### src/hdl/nvlp_pkg.sv
// Package for the name/value line parser: widths, constants, job record.
// No dependencies.
`default_nettype none
package nvlp_pkg;
  localparam int LineMax   = 128;
  localparam int NameLimit = 64;
  localparam int LenW      = $clog2(LineMax);
  localparam int NameAw    = $clog2(NameLimit);
  localparam int NameLenW  = $clog2(NameLimit + 1);

  localparam logic [1:0] StOk      = 2'd0;
  localparam logic [1:0] StNoComma = 2'd1;
  localparam logic [1:0] StBadName = 2'd2;

  localparam logic [2:0] PhWs     = 3'd0;
  localparam logic [2:0] PhSign   = 3'd1;
  localparam logic [2:0] PhZero   = 3'd2;
  localparam logic [2:0] PhPrefix = 3'd3;
  localparam logic [2:0] PhBoth   = 3'd4;
  localparam logic [2:0] PhHex    = 3'd5;
  localparam logic [2:0] PhDone   = 3'd6;

  localparam logic [32:0] MagCap = 33'h1_0000_0000 >> 1;

  typedef struct packed {
    logic [1:0]          status;
    logic [NameLenW-1:0] name_len;
    logic signed [31:0]  value;
  } job_t;
endpackage
`default_nettype wire

### src/hdl/nvlp_ram.sv
// Generic single-port-write, one-read RAM with registered read data.
// No dependencies.
`default_nettype none
module nvlp_ram #(
  parameter int Width = 8,
  parameter int Depth = 64
) (
  input  wire logic                     clk_i,
  input  wire logic                     we_i,
  input  wire logic [$clog2(Depth)-1:0] waddr_i,
  input  wire logic [Width-1:0]         wdata_i,
  input  wire logic [$clog2(Depth)-1:0] raddr_i,
  output logic      [Width-1:0]         rdata_o
);
  logic [Width-1:0] mem_q [Depth];
  always_ff @(posedge clk_i) begin
    if (we_i) mem_q[waddr_i] <= wdata_i;
    rdata_o <= mem_q[raddr_i];
  end
endmodule
`default_nettype wire

### src/hdl/nvlp_front.sv
// Front end: frames lines, writes name bytes, scans the number, posts jobs.
// Depends on nvlp_pkg.
`default_nettype none
module nvlp_front (
  input  wire logic                  clk_i,
  input  wire logic                  rst_ni,
  input  wire logic                  valid_i,
  output logic                       stall_o,
  input  wire logic [7:0]            rx_byte_i,
  output logic                       job_valid_o,
  input  wire logic                  job_stall_i,
  output nvlp_pkg::job_t             job_o,
  output logic                       wr_en_o,
  output logic [nvlp_pkg::NameAw-1:0] wr_addr_o,
  output logic [7:0]                 wr_data_o
);
  import nvlp_pkg::*;

  logic [LenW-1:0]     len_q, len_d;
  logic [NameLenW-1:0] nlen_q, nlen_d;
  logic                comma_q, comma_d, ended_q, ended_d, hexm_q, hexm_d, neg_q, neg_d;
  logic [2:0]          ph_q, ph_d;
  logic [32:0]         dec_q, dec_d, hex_q, hex_d;
  logic                acc_dec, acc_hex;
  logic [3:0]          hv;
  logic                is_hex, is_dig;
  logic [36:0]         dprod, hprod;
  logic                accept, is_lf, fire, clr;
  logic                name_byte;
  logic [32:0]         mag;
  logic signed [31:0]  val;

  assign accept  = valid_i && !stall_o;
  // name bytes wait while the back end still owns the name store
  assign name_byte = !is_lf && rx_byte_i != 8'h0d && len_q != LenW'(LineMax - 1) &&
                     !ended_q && rx_byte_i != 8'h00 && !comma_q && rx_byte_i != 8'h2c &&
                     nlen_q < NameLenW'(NameLimit);
  assign stall_o = (job_valid_o && job_stall_i) ||
                   (name_byte && (job_valid_o || job_stall_i));
  assign is_lf   = rx_byte_i == 8'h0a;
  assign fire    = accept && is_lf && (len_q != '0);

  always_comb begin
    is_dig = rx_byte_i inside {[8'h30:8'h39]};
    is_hex = 1'b1;
    hv     = 4'd0;
    if (is_dig) hv = rx_byte_i[3:0];
    else if (rx_byte_i inside {[8'h61:8'h66], [8'h41:8'h46]}) hv = rx_byte_i[3:0] + 4'd9;
    else is_hex = 1'b0;
  end

  assign dprod = {4'd0, dec_q} * 37'd10 + {33'd0, hv};
  assign hprod = {hex_q, 4'd0} + {33'd0, hv};

  always_comb begin
    mag = hexm_q ? hex_q : dec_q;
    if (mag > MagCap) mag = MagCap;
    if (neg_q) val = 32'(33'd0 - mag);
    else if (mag > {1'b0, 32'h7fff_ffff}) val = 32'h7fff_ffff;
    else val = mag[31:0];
  end

  always_comb begin
    len_d = len_q; nlen_d = nlen_q; comma_d = comma_q; ended_d = ended_q;
    hexm_d = hexm_q; neg_d = neg_q; ph_d = ph_q; dec_d = dec_q; hex_d = hex_q;
    acc_dec = 1'b0; acc_hex = 1'b0; clr = 1'b0;
    wr_en_o = 1'b0;
    if (accept) begin
      if (is_lf) begin
        if (len_q != '0) clr = 1'b1;
      end else if (rx_byte_i == 8'h0d) begin
      end else if (len_q == LenW'(LineMax - 1)) begin
        clr = 1'b1;
      end else begin
        len_d = len_q + 1'b1;
        if (ended_q) begin
        end else if (rx_byte_i == 8'h00) begin
          ended_d = 1'b1;
        end else if (!comma_q) begin
          if (rx_byte_i == 8'h2c) comma_d = 1'b1;
          else if (nlen_q < NameLenW'(NameLimit)) begin
            wr_en_o = 1'b1;
            nlen_d  = nlen_q + 1'b1;
          end
        end else begin
          if (rx_byte_i == 8'h78 || rx_byte_i == 8'h58) hexm_d = 1'b1;
          case (ph_q)
            PhWs, PhSign: begin
              if (ph_q == PhWs && (rx_byte_i == 8'h20 ||
                  rx_byte_i inside {[8'h09:8'h0d]})) begin
              end else if (ph_q == PhWs && (rx_byte_i == 8'h2b || rx_byte_i == 8'h2d)) begin
                neg_d = rx_byte_i == 8'h2d;
                ph_d  = PhSign;
              end else if (rx_byte_i == 8'h30) ph_d = PhZero;
              else if (is_dig) begin
                acc_dec = 1'b1; acc_hex = 1'b1; ph_d = PhBoth;
              end else if (is_hex) begin
                acc_hex = 1'b1; ph_d = PhHex;
              end else ph_d = PhDone;
            end
            PhZero, PhBoth: begin
              if (rx_byte_i == 8'h78 || rx_byte_i == 8'h58)
                ph_d = (ph_q == PhZero) ? PhPrefix : PhDone;
              else if (is_dig) begin
                acc_dec = 1'b1; acc_hex = 1'b1; ph_d = PhBoth;
              end else if (is_hex) begin
                acc_hex = 1'b1; ph_d = PhHex;
              end else ph_d = PhDone;
            end
            PhPrefix, PhHex: begin
              if (is_hex) begin
                acc_hex = 1'b1; ph_d = PhHex;
              end else ph_d = PhDone;
            end
            default: ;
          endcase
          if (acc_dec) dec_d = (dprod > 37'(MagCap)) ? MagCap : dprod[32:0];
          if (acc_hex) hex_d = (hprod > 37'(MagCap)) ? MagCap : hprod[32:0];
        end
      end
    end
    if (clr) begin
      len_d = '0; nlen_d = '0; comma_d = 1'b0; ended_d = 1'b0; hexm_d = 1'b0;
      neg_d = 1'b0; ph_d = PhWs; dec_d = '0; hex_d = '0;
    end
  end

  assign wr_addr_o = nlen_q[NameAw-1:0];
  assign wr_data_o = rx_byte_i;

  always_ff @(posedge clk_i or negedge rst_ni) begin
    if (!rst_ni) begin
      len_q <= '0; nlen_q <= '0; comma_q <= 1'b0; ended_q <= 1'b0; hexm_q <= 1'b0;
      neg_q <= 1'b0; ph_q <= PhWs; dec_q <= '0; hex_q <= '0;
      job_valid_o <= 1'b0;
    end else begin
      len_q <= len_d; nlen_q <= nlen_d; comma_q <= comma_d; ended_q <= ended_d;
      hexm_q <= hexm_d; neg_q <= neg_d; ph_q <= ph_d; dec_q <= dec_d; hex_q <= hex_d;
      if (fire) job_valid_o <= 1'b1;
      else if (!job_stall_i) job_valid_o <= 1'b0;
    end
  end

  always_ff @(posedge clk_i) begin
    if (fire) begin
      job_o.name_len <= nlen_q;
      job_o.value    <= val;
      if (!comma_q) job_o.status <= StNoComma;
      else if (nlen_q == '0 || nlen_q >= NameLenW'(NameLimit)) job_o.status <= StBadName;
      else job_o.status <= StOk;
    end
  end

  assert property (@(posedge clk_i) disable iff (!rst_ni)
    wr_en_o |-> !job_valid_o && !job_stall_i)
    else $error("name store written while in use");
  assert property (@(posedge clk_i) disable iff (!rst_ni) nlen_q <= NameLenW'(NameLimit))
    else $error("name length overrun");
  assert property (@(posedge clk_i) disable iff (!rst_ni) fire |=> job_valid_o)
    else $error("job lost");
  assert property (@(posedge clk_i) disable iff (!rst_ni) dec_q <= MagCap && hex_q <= MagCap)
    else $error("total beyond cap");
endmodule
`default_nettype wire

### src/hdl/nvlp_back.sv
// Back end: takes a job and reads the name run out of the store, one beat per byte.
// Depends on nvlp_pkg.
`default_nettype none
module nvlp_back (
  input  wire logic                   clk_i,
  input  wire logic                   rst_ni,
  input  wire logic                   job_valid_i,
  output logic                        job_stall_o,
  input  nvlp_pkg::job_t              job_i,
  output logic [nvlp_pkg::NameAw-1:0] rd_addr_o,
  input  wire logic [7:0]             rd_data_i,
  output logic                        valid_o,
  input  wire logic                   stall_i,
  output logic [1:0]                  status_o,
  output logic [7:0]                  name_char_o,
  output logic signed [31:0]          value_o,
  output logic                        last_o
);
  import nvlp_pkg::*;

  localparam logic [1:0] SIdle = 2'd0;
  localparam logic [1:0] SRead = 2'd1;
  localparam logic [1:0] SOut  = 2'd2;

  logic [1:0]          st_q;
  job_t                job_q;
  logic [NameLenW-1:0] idx_q;
  logic [NameAw-1:0]   idx_lo;
  logic                fin;

  assign job_stall_o = st_q != SIdle;
  assign idx_lo      = idx_q[NameAw-1:0];
  // address of the byte shown next, so the registered read is ready in SRead
  assign rd_addr_o   = (st_q == SIdle) ? '0 :
                       (st_q == SOut && !stall_i) ? idx_lo + 1'b1 : idx_lo;
  assign fin         = idx_q + 1'b1 == job_q.name_len;
  assign valid_o     = st_q == SOut;

  always_ff @(posedge clk_i or negedge rst_ni) begin
    if (!rst_ni) begin
      st_q <= SIdle;
      idx_q <= '0;
    end else begin
      case (st_q)
        SIdle: if (job_valid_i) begin
          idx_q <= '0;
          st_q  <= (job_i.status == StOk) ? SRead : SOut;
        end
        SRead: st_q <= SOut;
        SOut: if (!stall_i) begin
          if (job_q.status != StOk || fin) st_q <= SIdle;
          else begin
            idx_q <= idx_q + 1'b1;
            st_q  <= SRead;
          end
        end
        default: st_q <= SIdle;
      endcase
    end
  end

  always_ff @(posedge clk_i) begin
    if (st_q == SIdle && job_valid_i) begin
      job_q <= job_i;
      if (job_i.status != StOk) begin
        status_o <= job_i.status; name_char_o <= 8'd0; value_o <= '0; last_o <= 1'b1;
      end
    end
    if (st_q == SRead) begin
      status_o    <= StOk;
      name_char_o <= rd_data_i;
      value_o     <= fin ? job_q.value : 32'sd0;
      last_o      <= fin;
    end
  end

  assert property (@(posedge clk_i) disable iff (!rst_ni)
    valid_o && !stall_i && last_o |=> st_q == SIdle) else $error("run not ended");
  assert property (@(posedge clk_i) disable iff (!rst_ni)
    valid_o && status_o != StOk |-> last_o) else $error("error beat not last");
  assert property (@(posedge clk_i) disable iff (!rst_ni)
    st_q == SRead |=> st_q == SOut) else $error("read not shown");
endmodule
`default_nettype wire

### src/hdl/name_value_line_parser.sv
// Top level of the NAME,VALUE line parser.
// Depends on nvlp_pkg, nvlp_front, nvlp_back, nvlp_ram.
//
// Input channel: rx_byte_i with valid_i/stall_o, one byte per beat.
// Output channel: status_o, name_char_o, value_o, last_o with valid_o/stall_i.
// An LF closing a non-empty line posts a job to a one-entry queue; the back
// end then emits one beat per name byte, each read from the name store and
// then loaded into the output register, value and last on the final beat.
// A bad line gives one error beat with last set. The first beat passes the
// queue register, SRead and the output register; an error beat skips SRead.
// The front keeps taking bytes while the back emits, but a byte that would
// be written to the name store waits while a job is queued or being emitted,
// and any byte waits while the queue holds a job the busy back has not taken.
// Reset clears all line state; the name store needs no clearing, every byte
// read was written earlier in the same line.
// While stall_i is high the output beat holds.
`default_nettype none
module name_value_line_parser (
  input  wire logic         clk_i,
  input  wire logic         rst_ni,
  input  wire logic         valid_i,
  output logic              stall_o,
  input  wire logic [7:0]   rx_byte_i,
  output logic              valid_o,
  input  wire logic         stall_i,
  output logic [1:0]        status_o,
  output logic [7:0]        name_char_o,
  output logic signed [31:0] value_o,
  output logic              last_o
);
  import nvlp_pkg::*;

  logic              job_valid, job_stall, wr_en;
  job_t              job;
  logic [NameAw-1:0] wr_addr, rd_addr;
  logic [7:0]        wr_data, rd_data;

  nvlp_front u_front (
    .clk_i, .rst_ni, .valid_i, .stall_o, .rx_byte_i,
    .job_valid_o(job_valid), .job_stall_i(job_stall), .job_o(job),
    .wr_en_o(wr_en), .wr_addr_o(wr_addr), .wr_data_o(wr_data)
  );

  nvlp_ram #(.Width(8), .Depth(NameLimit)) u_ram (
    .clk_i, .we_i(wr_en), .waddr_i(wr_addr), .wdata_i(wr_data),
    .raddr_i(rd_addr), .rdata_o(rd_data)
  );

  nvlp_back u_back (
    .clk_i, .rst_ni, .job_valid_i(job_valid), .job_stall_o(job_stall), .job_i(job),
    .rd_addr_o(rd_addr), .rd_data_i(rd_data),
    .valid_o, .stall_i, .status_o, .name_char_o, .value_o, .last_o
  );
endmodule
`default_nettype wire
### config.mk
export PLATFORM = sky130hd
export DESIGN_NAME = name_value_line_parser
export DESIGN_NICKNAME = d
export VERILOG_FILES = /design/src/hdl/nvlp_pkg.sv /design/src/hdl/nvlp_ram.sv /design/src/hdl/nvlp_front.sv /design/src/hdl/nvlp_back.sv /design/src/hdl/name_value_line_parser.sv
export SDC_FILE = /design/constraint.sdc
export NUM_CORES = 1
export LEC_CHECK = 0
export BUFFER_PORTS_ARGS = -buffer_cell sky130_fd_sc_hd__buf_4
export CAP_MARGIN = 20
export CORE_ASPECT_RATIO = 0.9
export CORE_UTILIZATION = 34
export CTS_BUF_LIST = sky130_fd_sc_hd__clkbuf_8 sky130_fd_sc_hd__clkbuf_16
export CTS_CLUSTER_SIZE = 20
export DETAILED_ROUTE_END_ITERATION = 16
export PLACE_DENSITY = 0.46
export SLEW_MARGIN = 20
export SYNTH_ARGS = -nofsm -noshare
export SYNTH_HDL_FRONTEND = slang
export SYNTH_SLANG_ARGS = --single-unit
### constraint.sdc
create_clock -name clk_i -period 5.13 [get_ports clk_i]
set_input_delay 1.026 -clock clk_i [delete_from_list [all_inputs] [get_ports clk_i]]
set_output_delay 1.026 -clock clk_i [all_outputs]
set_load 0.01 [all_outputs]
# ---- Word level (Yosys, flattened, before mapping)
# Memories as Yosys holds them, arrays and structs flattened. A register that Yosys moved wholly into a read port is not among the register bits.
# Cells that the tools add are included.
dict set report totals {
  regBits 222
  mem_count 1
  mem_bits_rw 512
  latchBits 0
  output_inout_bits 45
  mem_bits_ro 0
  inputBits 12
}
dict set report classes {
  bitwise 0
  mux 162
  add_sub_neg 8
  multipliers 1
  n_eq_ne 34
  order_cmp 14
  shifts 0
  n_reduce_logical 70
  n_div 0
}
# name words width rd rd_ports_with_merged_regs wr line_no
set memory_table {}
lappend memory_table {u_ram.mem_q 64 8 1 1 1 nvlp_ram.sv:15} ;# logic [Width-1:0] mem_q [Depth];
# operator n
set ops {}
lappend ops {{33-bit two-way mux} 22}
lappend ops {{32-bit two-way mux} 6}
lappend ops {{7-bit two-way mux} 18}
lappend ops {{1-bit two-way mux} 85}
lappend ops {{37-bit by 4-bit adder with 37-bit output} 2}
lappend ops {{37-bit by 32-bit greater-than comparator with 1-bit output (second input constant)} 2}
lappend ops {{3-bit two-way mux} 14}
lappend ops {{8-bit by 6-bit == test with 1-bit output (second input constant)} 5}
lappend ops {{33-bit by 3-bit multiplier with 36-bit output (second input constant)} 1}
lappend ops {{33-bit by 31-bit greater-than comparator with 1-bit output (second input constant)} 1}
lappend ops {{33-bit by 32-bit greater-than comparator with 1-bit output (second input constant)} 1}
lappend ops {{1-bit by 32-bit subtractor with 32-bit output (first input constant)} 1}
lappend ops {{2-bit nonzero test} 15}
lappend ops {{8-bit two-way mux} 3}
lappend ops {{8-bit AND reduction} 3}
lappend ops {{7-bit by 1-bit adder with 7-bit output (second input constant)} 3}
lappend ops {{1-bit logical AND} 20}
lappend ops {{9-bit AND reduction} 2}
lappend ops {{8-bit by 4-bit == test with 1-bit output (second input constant)} 2}
lappend ops {{8-bit by 7-bit == test with 1-bit output (second input constant)} 2}
lappend ops {{8-bit by 7-bit greater-or-equal comparator with 1-bit output (second input constant)} 2}
lappend ops {{8-bit by 7-bit less-or-equal comparator with 1-bit output (second input constant)} 2}
lappend ops {{2-bit inequality test (second input constant)} 7}
lappend ops {{7-bit one-hot mux with 2 select lines} 1}
lappend ops {{other kinds (41)} 69}

# ---- Longest topological paths before layout
# Gate-level depths: netlist of run 1.
dict set report logic_depth {
  word_depth 27
  ltp_mapped 22
}

# ---- Modules after synthesis
# A second synthesis of run 1 with hierarchy kept.
dict set report hier_totals {
  cells_unflattened 2363
  hier_area_um2 34052.7
}
# mod area_per_inst_um2 instances cells_each
set by_module_without_submodules {}
lappend by_module_without_submodules {nvlp_ram 20190.6 1 972}
lappend by_module_without_submodules {nvlp_front 10099.7 1 1145}
lappend by_module_without_submodules {nvlp_back 3762.4 1 246}

# ---- Least setup slack after synthesis of run 1
# No wires, ideal clock.
dict set report synth_timing {
  path_kind {input -> register}
  startpoint {input rx_byte_i[0]}
  endpoint {register u_front.dec_q[10]}
  path_stages 21
  path_slack_ns 0.110
  t_arrival_ns 4.884
  path_cell_list {inv_1 > ha_1 > nor3b_1 > a41oi_1 > and2_1 > nor2b_1 > o21ai_0 > nand2_1 > ha_1 > a211o_1 > o211ai_1 > nand4b_1 > or3_1 > buf_2 > nor4_4 > nand2_1 > or4_1 > nand4_1 > and4bb_1 > a41oi_2 > o31ai_1}
}
dict set report synth_via {
  elab_chain_len 17
}
# element line_no
set synth_rtl {}
lappend synth_rtl {{from (decl)} name_value_line_parser.sv:23} ;# input wire logic [7:0] rx_byte_i,
lappend synth_rtl {{8-bit by 7-bit greater-or-equal comparator with 1-bit output or 8-bit by 7-bit less-or-equal comparator with 1-bit output (tied branches)} nvlp_front.sv:48} ;# else if (rx_byte_i inside {[8'h61:8'h66], [8'h41:8'h46]}) hv = rx_byte_i[3:0] + 4'd9;
lappend synth_rtl {{1-bit logical AND} nvlp_front.sv:48}
lappend synth_rtl {{2-bit nonzero test} nvlp_front.sv:48}
lappend synth_rtl {{4-bit two-way mux} nvlp_front.sv:48}
lappend synth_rtl {{4-bit two-way mux} nvlp_front.sv:47} ;# if (is_dig) hv = rx_byte_i[3:0];
lappend synth_rtl {{37-bit by 4-bit adder with 37-bit output} nvlp_front.sv:52} ;# assign dprod = {4'd0, dec_q} * 37'd10 + {33'd0, hv};
lappend synth_rtl {{37-bit by 32-bit greater-than comparator with 1-bit output} nvlp_front.sv:117} ;# if (acc_dec) dec_d = (dprod > 37'(MagCap)) ? MagCap : dprod[32:0];
lappend synth_rtl {{33-bit two-way mux (2 in a row)} nvlp_front.sv:117}
lappend synth_rtl {{33-bit two-way mux} nvlp_front.sv:79} ;# end else if (!comma_q) begin
lappend synth_rtl {{33-bit two-way mux} nvlp_front.sv:77} ;# end else if (rx_byte_i == 8'h00) begin
lappend synth_rtl {{33-bit two-way mux} nvlp_front.sv:76} ;# if (ended_q) begin
lappend synth_rtl {{33-bit two-way mux} nvlp_front.sv:72} ;# end else if (len_q == LenW'(LineMax - 1)) begin
lappend synth_rtl {{33-bit two-way mux} nvlp_front.sv:71} ;# end else if (rx_byte_i == 8'h0d) begin
lappend synth_rtl {{33-bit two-way mux} nvlp_front.sv:69} ;# if (is_lf) begin
lappend synth_rtl {{33-bit two-way mux} nvlp_front.sv:68} ;# if (accept) begin
lappend synth_rtl {{33-bit two-way mux} nvlp_front.sv:122} ;# if (clr) begin
lappend synth_rtl {{to (signal assigned)} nvlp_front.sv:134} ;# neg_q <= 1'b0; ph_q <= PhWs; dec_q <= '0; hex_q <= '0;
lappend synth_rtl {{to (signal assigned)} nvlp_front.sv:138} ;# hexm_q <= hexm_d; neg_q <= neg_d; ph_q <= ph_d; dec_q <= dec_d; hex_q <= hex_d;
lappend synth_rtl {{to (decl)} nvlp_front.sv:23} ;# logic [32:0] dec_q, dec_d, hex_q, hex_d;
# Parallel ways exist; a longest one is shown, timed or not. The select of a mux whose other input is x is not followed.
# A chain may end at the register's enable or synchronous reset.

# ---- Worst setup path in the final report of run 1
# Same ends and word-level chain as after synthesis.

==> metrics.txt, run 1 <==
status complete, but fails checks; violations in the final reports DRC; Yosys Warn Count 0; pins over their slew limit 0; worst-case clock skew 31.2 ps; kind of end point of the critical path flop; share of async-settable or async-resettable flops after synthesis 13.1%; count of buffers added by post-CTS timing repair for setup 0; Detail Placement HPWL 68200 microns; launch point of the worst path rx_byte_i[0]; CTS clk-pin slew, worst paths 60 ps; Hold Startpoint u_front.job_o[18]; maximum number of pins on one net before global-route repair 81; synthesized net count 2734; maximum fanout along the worst path 5; fraction of power spent switching nets 23.2%; count of buffers from port buffering 56; Floorplan Core Area 102000 sq um; standard cell with the maximum stage delay on the critical path sky130_fd_sc_hd__nor3_1; CTS sink count 742; Yosys reg bits 742; drt first pass iters 11; number of H-tree branching levels 3; total grt overflow 0; peak supply drop 181 uV; Critical R2R Launch u_front.dec_q[7]; Max Clock Freq 207 MHz; number of fill cells 9496; length of routed met2 wiring 42300 microns; leakage component of the power 0.0144 uW; Clock Tree Root sky130_fd_sc_hd__clkbuf_16; reported max-cap violation count 0; Final Critical Period 4830 ps; routability congestion estimate from global placement 0.849; latest clock arrival within the worst-skew pair 640 ps; cells along the critical path buf_4 > inv_1 > ha_1 > buf_4 > o21bai_1 > a21oi_2 > buf_4 > nor2_1 > nor2_1 > ha_1 > a21oi_1 > buf_4 > nor2_1 > nand4_1 > nor3_1 > and4_1 > a21oi_1 > nor4_1 > and4bb_1 > a41oi_2 > o31ai_1; library cell with the largest summed area after synthesis sky130_fd_sc_hd__edfxtp_1; combinational group share of total power 6.5%; area share of the largest cell type after synthesis 54.6%; power dissipated by switching net loads 3150 uW; normalized max-slew margin 29.4%; cell types occupying the most area after synthesis sky130_fd_sc_hd__edfxtp_1 (55%), sky130_fd_sc_hd__dfrtp_1 (7.0%), sky130_fd_sc_hd__mux4_2 (6.7%); count of flip-flops with a built-in enable after synthesis 635; via/cell ratio 5.39; Flop pwr share 50.9%; Total Nets Final 2943; number of ports placed on the die boundary 57; type of the most critical hold path flop to flop; slew at the pin closest to its max-slew limit 1050 ps; Die Outline Area 104000 sq um; clock share of power 42.6%; met1 WL 48200 microns; cell count after placement 4125; sequential fraction of the synthesis area 62.2%; initial standard-cell utilization of the core 34.3%; instance count of the mapped netlist 2643; number of buffers inserted during clock tree synthesis 81; die span in x 340 microns; via count of the first global-routing pass 22808; die height 306 microns; Critical Path Most Common Cell sky130_fd_sc_hd__buf_4; DR DRC count 4; cell internal power dissipation 10400 uW; unrepaired setup endpoints after global routing no; antenna-violating nets left 0; number of standard cells in the final layout excluding fillers 4276; wire length of the first global-routing pass 148000 microns; Setup WS pre-CTS -291 ps; kind of critical path input pin to flop; maximum count of clock buffers along a single path 3; critical path launch point type input pin; synth unique cells 99; combined area of all synthesized cells 34900 sq um; Critical Path RT 5660 ps; total via count after detailed routing 23057; fraction of final layout cells with drive strength greater than 1 19.4%; Critical Path AT 5360 ps; top_reg_cell synth sky130_fd_sc_hd__edfxtp_1; highest routed layer met4; mean instance size in the synthesized netlist 13.2 sq um; TritonCTS clock tree yes; share of the core filled with cells 40.2%; ratio of total power to cell area 332 nW/um^2; hold buffers post-CTS 0; Pwr Total 13600 uW; P&R area growth vs syn 17.2%; highest cell delay on the worst timing path 620 ps; num rows 111; violation count after the first detailed-route iteration 2006; initial antenna violation count 2; aggregate routed wire length 97900 microns; aggregate global-route resource usage 18.7%; part of the cycle the worst path needs 94.2%; routed len/inst 22.9 microns; final hold violations 0; DR WL met3 5550 microns; final-report setup violation count 0; Final Worst Setup Slack 296 ps
## worst max-delay path: cells and delay by family
family,cells,cell delay [ps]
AOI/OAI and AO/OA,6,1070
adders and majority gates,2,580
buffers and inverters,5,620
and+or+nand+nor,8,2080
## cells in the final DEF (no fill, tap or decap), drive strengths merged, types with 16 or more instances in the layout
master  count
edfxtp    635
nand2     310
buf       258
nor2      204
o21ai     143
and2      114
mux4      104
dfrtp      97
a21oi      92
clkbuf     89
a211oi     82
ha         77
inv        52
nand3      45
nor3       45
xnor2      42
a31oi      41
clkinv     35
nor4       33
a311oi     32
mux2i      31
nand4      29
xor2       29
o31ai      24
or3        22
and3       18
a21o       18
nand2b     16
## cells in the mapped netlist, types with 10 or more instances
cell	n
sky130_fd_sc_hd__mux4_2	104
sky130_fd_sc_hd__o21ai_0	118
sky130_fd_sc_hd__nor2_1	203
sky130_fd_sc_hd__or2_2	11
sky130_fd_sc_hd__and2_1	107
sky130_fd_sc_hd__xor2_1	28
sky130_fd_sc_hd__mux2i_1	31
sky130_fd_sc_hd__ha_1	77
sky130_fd_sc_hd__nand3_1	43
sky130_fd_sc_hd__nor4_1	28
sky130_fd_sc_hd__nand2b_1	15
sky130_fd_sc_hd__or3_1	22
sky130_fd_sc_hd__inv_1	34
sky130_fd_sc_hd__nor3b_1	12
sky130_fd_sc_hd__a211oi_1	78
sky130_fd_sc_hd__nor2b_1	11
sky130_fd_sc_hd__o31ai_1	23
sky130_fd_sc_hd__a311oi_1	32
sky130_fd_sc_hd__o21a_1	10
sky130_fd_sc_hd__a21o_1	18
sky130_fd_sc_hd__a31oi_1	41
sky130_fd_sc_hd__xnor2_1	42
sky130_fd_sc_hd__o211ai_1	14
sky130_fd_sc_hd__and3_1	18
sky130_fd_sc_hd__nor3_1	43
sky130_fd_sc_hd__clkbuf_1	93
sky130_fd_sc_hd__edfxtp_1	635
sky130_fd_sc_hd__dfrtp_1	97
sky130_fd_sc_hd__a21oi_1	88
sky130_fd_sc_hd__nand2_1	310
sky130_fd_sc_hd__o21ai_2	11
sky130_fd_sc_hd__buf_1	10
sky130_fd_sc_hd__dfxtp_1	10
sky130_fd_sc_hd__buf_2	25
sky130_fd_sc_hd__mux2_2	11
sky130_fd_sc_hd__o21ai_1	13
sky130_fd_sc_hd__nand4_1	28
## final timing paths
check	end	slack (ps)	cells after the start
max	u_front.dec_q[10]	300	21
min	u_back.job_q[18]	420	0
max reg2reg	u_front.dec_q[10]	370	13
min reg2reg	u_back.job_q[18]	420	0
max in group asynchronous	u_front.dec_q[15]	3580	2
min in group asynchronous	u_front.hex_q[17]	520	1
## metal layers
layer	track usage [%]	vias to the layer above
li1	-	10601
met5	0	-
met1	28.8	11705
met3	2.75	111
met4	4.95	0
met2	27.4	640
## area by class of cell
class / instances / area [sq um] / share of cell area (%)
diodes: 1 / 2.50 / 0.00612
clock inverters: 61 / 502 / 1.23
repair buffers: 258 / 2060 / 5.04
flip-flops and latches: 742 / 21700 / 53.1
multi-input cells: 1734 / 12600 / 30.9
well taps: 1356 / 1700 / 4.15
clock buffers: 89 / 2170 / 5.31
inverters: 35 / 131 / 0.321
## cell families (layout without fill, tap and decap cells)
kind of cell | after synthesis | after routing | synth area share, %
compound gates | 531 | 531 | 10.3
xor+xnor | 72 | 72 | 1.87
fa+ha+maj | 79 | 79 | 2.88
buf+inv | 167 | 443 | 1.94
flops | 742 | 742 | 62.2
mux | 146 | 146 | 7.96
other cells | 0 | 1 | 0
simple gates | 906 | 906 | 12.9
## power groups by stage
stage,clock [uW],combinational [uW],sequential [uW]
finish,5780,887,6920
global route,6160,971,6930
CTS,5930,894,6910
detailed placement,0,891,7040
global placement,0,879,7030
floorplan,0,531,6940
## sequential cells by signal, indices dropped and copies added (netlist names), 2 cells and up
signal / flops
u_back.job_q: 41
u_back.name_char_o: 8
u_front.hex_q: 33
u_front.dec_q: 33
u_back.st_q: 2
u_front.job_o: 41
u_back.idx_q: 7
u_front.nlen_q: 7
u_ram.mem_q: 512
u_front.ph_q: 3
u_ram.rdata_o: 8
u_back.value_o: 32
u_front.len_q: 7
u_back.status_o: 2
## repair_timing
item	CTS	global route
endpoints found under the hold margin	0	0
resized for setup	0	4
setup endpoints to repair	0	20
## through the flow
step	hold WS, ps	area [sq um]	setup TNS, ps
6_report	417	40900	0
3_5_place_dp	405	38200	-6070
4_1_cts	418	40900	0
3_3_place_gp	405	38200	-4650
5_1_grt	421	40900	0
2_1_floorplan	400	34900	0
Note: power is estimated with default switching activity, not from simulation.
==> run 2: changes to the inputs <==
Settings changed: SYNTH_HIERARCHICAL set to 1.
==> metrics.txt, run 2 <==
most common library cell in the layout ignoring fill and taps sky130_fd_sc_hd__edfxtp_1 (unchanged); count of buffers from port buffering 56 (unchanged); Max Clock Freq 213 MHz (was 207 MHz); type of the most critical hold path flop to flop (unchanged); placed inst area 36700 sq um (was 38200 sq um); pins over their slew limit 0 (unchanged); number of standard cells in the final layout excluding fillers 3934 (was 4276); antenna-violating nets left 0 (unchanged); Storage cell area 21700 sq um (unchanged); hold buffers post-CTS 0 (unchanged); area share of the largest cell type after synthesis 56.0% (was 54.6%); standard cell with the maximum stage delay on the critical path sky130_fd_sc_hd__buf_4 (was sky130_fd_sc_hd__nor3_1); cell count after placement 3783 (was 4125); CTS sink count 742 (unchanged); routability congestion estimate from global placement 0.860 (was 0.849); reported max-cap violation count 0 (unchanged); Clock Tree Root sky130_fd_sc_hd__clkbuf_16 (unchanged); Final Worst Setup Slack 425 ps (was 296 ps); Post-synth top cells sky130_fd_sc_hd__edfxtp_1 (635), sky130_fd_sc_hd__nor2_1 (199), sky130_fd_sc_hd__nand2_1 (153), sky130_fd_sc_hd__mux4_2 (124), sky130_fd_sc_hd__o21ai_0 (101) (was sky130_fd_sc_hd__edfxtp_1 (635), sky130_fd_sc_hd__nand2_1 (310), sky130_fd_sc_hd__nor2_1 (203), sky130_fd_sc_hd__o21ai_0 (118), sky130_fd_sc_hd__and2_1 (107)); cell types occupying the most area after synthesis sky130_fd_sc_hd__edfxtp_1 (56%), sky130_fd_sc_hd__mux4_2 (8.2%), sky130_fd_sc_hd__dfrtp_1 (7.1%) (was sky130_fd_sc_hd__edfxtp_1 (55%), sky130_fd_sc_hd__dfrtp_1 (7.0%), sky130_fd_sc_hd__mux4_2 (6.7%)); die height 302 microns (was 306 microns); mean instance size in the synthesized netlist 14.4 sq um (was 13.2 sq um); total area of multi-input combinational cells 11600 sq um (was 12600 sq um); Floorplan Core Area 98700 sq um (was 102000 sq um); CTS clk-pin slew, worst paths 60 ps (about the same); top_reg_cell synth sky130_fd_sc_hd__edfxtp_1 (unchanged); largest registers u_ram/mem_q x512, u_back/job_q x41, u_front/job_o x41 (was u_ram.mem_q x512, u_back.job_q x41, u_front.job_o x41); aggregate global-route resource usage 18.4% (was 18.7%); library cell with the largest summed area after synthesis sky130_fd_sc_hd__edfxtp_1 (unchanged); DR DRC count 0 (was 4); Total Nets Final 2626 (was 2943); num rows 109 (was 111); kind of critical path input pin to primary output (was input pin to flop); register with the most flip-flops u_ram/mem_q (was u_ram.mem_q); maximum count of clock buffers along a single path 3 (unchanged); leading cell types in the layout, fill and taps excluded sky130_fd_sc_hd__edfxtp_1 (635), sky130_fd_sc_hd__buf_4 (214), sky130_fd_sc_hd__nor2_1 (199), sky130_fd_sc_hd__nand2_1 (153), sky130_fd_sc_hd__mux4_2 (124) (was sky130_fd_sc_hd__edfxtp_1 (635), sky130_fd_sc_hd__nand2_1 (310), sky130_fd_sc_hd__buf_4 (248), sky130_fd_sc_hd__nor2_1 (199), sky130_fd_sc_hd__o21ai_0 (118)); routed len/inst 23.6 microns (was 22.9 microns); cells along the critical path buf_4 > buf_4 > nor3b_1 > a21oi_1 > nor4b_1 > and3_1 > maj3_1 > buf_4 (was buf_4 > inv_1 > ha_1 > buf_4 > o21bai_1 > a21oi_2 > buf_4 > nor2_1 > nor2_1 > ha_1 > a21oi_1 > buf_4 > nor2_1 > nand4_1 > nor3_1 > and4_1 > a21oi_1 > nor4_1 > and4bb_1 > a41oi_2 > o31ai_1); drt first pass iters 5 (was 11); Critical Path AT 3680 ps (was 5360 ps); Yosys Warn Count 6 (was 0); number of flip-flops under the largest register name 512 (unchanged); number of fill cells 9167 (was 9496); Detail Placement HPWL 63400 microns (was 68200 microns); status finished, final reports clean (was complete, but fails checks); initial standard-cell utilization of the core 34.5% (was 34.3%); final setup TNS 0 ps (unchanged); most numerous cell in the Yosys netlist sky130_fd_sc_hd__edfxtp_1 (unchanged); number of inserted diodes 0 (was 1); final hold violations 0 (unchanged); Critical Path Most Common Cell sky130_fd_sc_hd__buf_4 (unchanged); count of flip-flops with a built-in enable after synthesis 635 (unchanged); share of async-settable or async-resettable flops after synthesis 13.1% (unchanged); Critical Path RT 4100 ps (was 5660 ps); violation count after the first detailed-route iteration 1796 (was 2006); initial antenna violation count 1 (was 2); Design Area, Final 39500 sq um (was 40900 sq um); unrepaired setup endpoints after global routing no (unchanged); leakage component of the power 0.0139 uW (was 0.0144 uW); fraction of final layout cells with drive strength greater than 1 20.5% (was 19.4%); TritonCTS clock tree yes (unchanged); via count of the first global-routing pass 20927 (was 22808); P&R area growth vs syn 16.0% (was 17.2%); peak supply drop 182 uV (was 181 uV); kind of end point of the critical path primary output (was flop); final-report setup violation count 0 (unchanged); maximum fanout along the worst path 71 (was 5); latest clock arrival within the worst-skew pair 620 ps (was 640 ps); instance count of the mapped netlist 2363 (was 2643); synth unique cells 98 (was 99); post-route worst hold slack 415 ps (was 417 ps); Die Outline Area 101000 sq um (was 104000 sq um); critical path launch point type input pin (unchanged); synthesized net count 2454 (was 2734); total grt overflow 0 (unchanged); total via count after detailed routing 21167 (was 23057); part of the cycle the worst path needs 91.7% (was 94.2%); ratio of total power to cell area 335 nW/um^2 (was 332 nW/um^2); via/cell ratio 5.38 (was 5.39); number of H-tree branching levels 3 (unchanged); sequential fraction of the synthesis area 63.7% (was 62.2%); number of ports placed on the die boundary 57 (unchanged); maximum number of pins on one net before global-route repair 72 (was 81); die span in x 336 microns (was 340 microns); wire length of the first global-routing pass 139000 microns (was 148000 microns); Final Critical Period 4710 ps (was 4830 ps); combined area of all synthesized cells 34100 sq um (was 34900 sq um); aggregate routed wire length 92900 microns (was 97900 microns); Yosys reg bits 742 (unchanged); worst-case clock skew 21.9 ps (was 31.2 ps); normalized max-slew margin 35.9% (was 29.4%); highest cell delay on the worst timing path 620 ps (about the same); slew at the pin closest to its max-slew limit 934 ps (was 1050 ps); number of buffers inserted during clock tree synthesis 82 (was 81); Setup WS pre-CTS -162 ps (was -291 ps)
[run 2: through the flow]
step                utilization, %  power, uW
CTS                           40.0      13400
finish                        40.0      13200
detailed placement            37.2       7390
floorplan                        -       7170
global placement              37.2       7380
global route                  40.0      13700
[run 2: kinds of logic after synthesis]
logic type / after synthesis / synth area share [%]
adder cells (fa/ha/maj): 80 / 2.98
buffers and inverters: 162 / 2.48
AO/OA/AOI/OAI: 440 / 8.83
multiplexers: 181 / 9.95
flip-flops: 742 / 63.7
XOR/XNOR: 72 / 1.89
AND/OR/NAND/NOR: 686 / 10.2
[run 2: layer usage]
metal / up-vias / track usage [%] / part of all wire, %
li1: 9591 / - / -
met1: 11016 / 27.3 / 48
met2: 472 / 28.4 / 46
met3: 86 / 2.65 / 4.3
met4: 2 / 4.14 / 1.5
met5: - / 0 / 0.014
[run 2: worst paths after layout]
| kind | start | endpoint | slack (ps) | cells after the start |
|---|---|---|---|---|
| max | rx_byte_i[2] | stall_o | 420 | 8 |
| min | u_front/job_o[9] | u_back/job_q[9] | 420 | 0 |
| max reg2reg | u_front/dec_q[3] | u_front/dec_q[22] | 490 | 16 |
| min reg2reg | u_front/job_o[9] | u_back/job_q[9] | 420 | 0 |
| max in group asynchronous | rst_ni | u_front/hexm_q | 3500 | 2 |
| min in group asynchronous | rst_ni | u_front/dec_q[13] | 550 | 1 |
[run 2: critical path: cells and delay by family]
family	cells	cell delay, ps
AOI/OAI and AO/OA	1	310
adders and majority gates	1	440
buffers and inverters	3	940
and+or+nand+nor	3	960
[run 2: final cells by class]
cell class	count	share of cell area [%]
clock inverters	60	1.40
clock buffers	91	5.59
repair buffers	219	4.30
well taps	1332	4.22
multi-input cells	1459	29.3
inverters	31	0.295
flip-flops and latches	742	54.9
[run 2: power breakdown]
group	switching, uW	internal (uW)	total (uW)
registers	108	6600	6710
logic	364	199	562
clock network	2410	3550	5960
[run 2: timing repair]
item	CTS	global route
endpoints found under the setup margin	0	31
resized for setup	0	2
setup buffers	0	0
